**config.mk**
```make
export PLATFORM = sky130hd
export DESIGN_NAME = bfi_ram
export DESIGN_NICKNAME = d
export VERILOG_FILES = /design/src/bfi_ram.sv
export SDC_FILE = /design/constraint.sdc
export NUM_CORES = 2
export LEC_CHECK = 0
export BUFFER_PORTS_ARGS = -buffer_cell sky130_fd_sc_hd__buf_2
export CORE_MARGIN = 2
export CORE_UTILIZATION = 31
export CTS_BUF_LIST = sky130_fd_sc_hd__clkbuf_8
export DETAILED_ROUTE_END_ITERATION = 12
export PLACE_DENSITY = 0.55
export SLEW_MARGIN = 20
export SYNTH_ARGS = -nofsm -noshare
export SYNTH_HDL_FRONTEND = slang
export SYNTH_SLANG_ARGS = --single-unit
```
**constraint.sdc**
```tcl
create_clock -name aclk -period 2.35 [get_ports aclk]
set_clock_uncertainty 0.1 [all_clocks]
set_input_delay 0.235 -clock aclk [delete_from_list [all_inputs] [get_ports aclk]]
set_output_delay 0.235 -clock aclk [all_outputs]
set_load 0.01 [all_outputs]
```
**src/bfi_ram.sv**
```systemverilog
`timescale 1ns / 1ps
// ----------------------------------------------------------------------------
// bfi_ram: generic simple dual-port RAM
// One write port, one read port with registered read data.
// ----------------------------------------------------------------------------
module bfi_ram #(
    parameter int WIDTH = 8,
    parameter int DEPTH = 256
) (
    input  logic                     aclk,
    input  logic                     we,
    input  logic [$clog2(DEPTH)-1:0] waddr,
    input  logic [WIDTH-1:0]         wdata,
    input  logic [$clog2(DEPTH)-1:0] raddr,
    output logic [WIDTH-1:0]         rdata
);

    logic [WIDTH-1:0] mem [DEPTH];

    always_ff @(posedge aclk) begin
        if (we) begin
            mem[waddr] <= wdata;
        end
        rdata <= mem[raddr];
    end

endmodule

```
==> impl_metrics.toml <==
[yosys]
synth_top_cell_area_share_pct = 77.3
synth_seq_cells = 2056
synth_nets = 3759
ys_seq_area_share_pct = 77.5
synth_edf_count = 2048
syn_area_um2 = 79600
ys_warn_count = 0
async_flop_share_pct = 0
ys_types = 55
syn_inst = 3733
netlist_top_cells_area = "edfxtp_1 77%, mux4_2 13%, mux2i_1 1.7%, nor2_1 1.3%, a22oi_1 1.3%"
synth_ff_type = "edfxtp_1"
yosys-top-cells-count = "2048 x edfxtp_1, 454 x mux4_2, 282 x nor2_1, 134 x mux2i_1, 133 x a22oi_1"
synth_largest_area_cell = "edfxtp_1"
yosysMostFrequentCell = "edfxtp_1"
syn_avg_cell_area_um2 = 21.3

[route]
vias_per_cell = 4.99
drc = 0
detail_route.wl_per_cell_um = 25.7
num_vias = 41500
drt_iter0_markers = 4115
ant_nets = 0
first_pass_iters = 7
drt-total-wl_mm = 213

[setup_path]
rr_endpoint = "rdata[1]"
arrival_ns = 3.11
r2r_slack_ns = 0.02
timing.rr.start = "mem[135][1]"
crit_required_ns = 3.13
r2r_cells = 6
critPathKind = "flop to flop"
cp-start-kind = "flop"
cp-end-kind = "flop"
cp_max_fo = 1

[sta]
timing.final.crit_period_ns = 2.33
fin_crit_sh_pct = 99.3
hold_viol = 0
hold_slack_ns = 0.0797
timing.slew.headroom_pct = 47.5
rsz0062_at_grt = "yes"
final_max_slew_viol_count = 0
fmaxAchievable_mhz = 429
tightest_slew_ns = 0.787
setup_viol = 0

[clock_tree]
cts_buffers = 357
clk_latency_ns = 1.07
clockBufferDepth = 4
htree_levels = 5
clk_pin_slew_worst_paths_ns = 0.06
cts-root-buf = "clkbuf_8"
cts_tree = "built"
cts_setup_buffers = 0
numClockSinks = 2056

[power_and_ir_drop]
total_power_mw = 73.7
irDropWorstVdd_mv = 0.549
power_density_nw_per_um2 = 764
power.leakage_nw = 31.6

[floorplan]
dieArea_um2 = 261000
chipHeight_um = 511
row_count = 185
core_um2 = 255000
start_util_pct = 31.2
dieWidth_um = 511
ios = 34

[placement]
place_hpwl_mm = 138
numPortBuffers = 33
routabilityCongestion = 0.835

[min_path]
hp-start = "wdata[3]"
hold_path_end = "mem[154][3]"
holdPathStages = 2
hold_class = "input port to flop"

[layout]
fin_util_pct = 37.9
syn_to_final_growth_pct = 21.2
nFillCells = 23200
nNetsFinal = 4710
drive_gt1_share_pct = 34.9

[job]
drv_cap = 0

[global_routing]
grt_max_degree = 98
grt_pass1_vias = 42900
grt_usage_pct = 16.3
antenna_found_initial = 15
grt_overflow_total = 0
grt_pass1_wl_mm = 309

[status]
status = "complete, no violations"
-- kinds of logic after synthesis --
| logic type | after synthesis | share of synthesized area [%] |
|---|---|---|
| mux | 591 | 14.6 |
| compound gates | 385 | 3.42 |
| simple gates | 466 | 2.63 |
| flops | 2056 | 77.5 |
| buf+inv | 235 | 1.83 |
-- flip-flops by register name, indices dropped and copies added (netlist names) --
signal,count
rdata,8
mem,2048
-- layer usage --
| metal | share of wire (%) | vias up | track usage [%] | wire length [µm] |
|---|---|---|---|---|
| met4 | 2.8 | 0 | 4.85 | 6010 |
| met3 | 6.4 | 342 | 2.73 | 13700 |
| met2 | 48 | 1521 | 26.5 | 103000 |
| met5 | 0 | - | 0 | 0 |
| met1 | 42 | 22000 | 22.5 | 90600 |
| li1 | - | 17700 | - | - |
-- timing repair --
| item | 4_1_cts | 5_1_grt |
|---|---|---|
| hold buffers | 21 | 0 |
| hold endpoints to repair | 2855 | 0 |
| resized for setup | 37 | 19 |
| pin swaps | 6 | 12 |
| setup endpoints to repair | 9 | 7 |
| cloned | 0 | 0 |
-- worst max path at each step --
stage                 from        to  slack, ns  depth (start not counted)
2_1_floorplan     raddr[0]  rdata[2]       0.08                          9
3_3_place_gp      raddr[0]  rdata[6]      -1.19                         10
3_5_place_dp      raddr[0]  rdata[1]      -1.07                         11
4_1_cts        mem[131][2]  rdata[2]      -0.04                          7
5_1_grt        mem[135][1]  rdata[1]      -0.02                          6
6_report       mem[135][1]  rdata[1]       0.02                          6
-- report_power, final --
group	leakage [nW]	switching [mW]	internal, mW
Combinational	9.51	2.64	1.85
Clock	3.58	14.0	14.6
Sequential	18.5	0.0726	40.4
Total	31.6	16.8	56.9
-- cells in the final DEF (no fill, tap or decap), drive strengths merged, types with 6 or more instances in the layout --
cell	synthesis	routed
o22ai	28	28
a22oi	133	133
a21oi	96	96
a22o	8	8
a211oi	16	16
diode	0	14
nand3	34	34
nand2	33	33
clkbuf	111	361
a221oi	14	14
edfxtp	2048	2048
nor3	22	22
nand4	10	10
o221ai	47	47
o21ai	12	12
buf	122	804
inv	1	133
nor2b	31	31
clkinv	1	107
mux4	456	456
mux2i	134	134
and2	6	6
nor4	27	27
nand2b	8	8
dlygate4sd3	0	21
dfxtp	8	8
nor2	282	282
clkinvlp	0	6
o211ai	10	10
-- worst max-delay path, stage by stage, from the launching register on --
cell and delay, ns:
edfxtp_1 0.36, mux4_2 0.53, mux4_2 0.49, nor2_2 0.13, a2111oi_2 0.06, nor3_4 0.42
nor4_2 0.10
-- stage by stage --
stage	area, µm²	setup slack (ns)	cells	TNS, ns
2_1_floorplan	79600	0.0771	3733	0
3_3_place_gp	89800	-1.19	7671	-8.02
3_5_place_dp	89800	-1.07	7671	-7.49
4_1_cts	96300	-0.0396	8301	-0.0396
5_1_grt	96400	-0.0244	8312	-0.0614
6_report	96400	0.0166	8314	0
-- area by class of cell --
type | instances | area [µm²] | share of cell area [%]
inverters | 2 | 7.51 | 0.00779
repair buffers | 825 | 7580 | 7.87
diodes | 14 | 35.0 | 0.0363
clock buffers | 361 | 4970 | 5.15
clock inverters | 248 | 1110 | 1.15
flip-flops and latches | 2056 | 61700 | 64.0
multi-input cells | 1442 | 16800 | 17.4
well taps | 3366 | 4210 | 4.37
(Power assumes the default switching activity.)
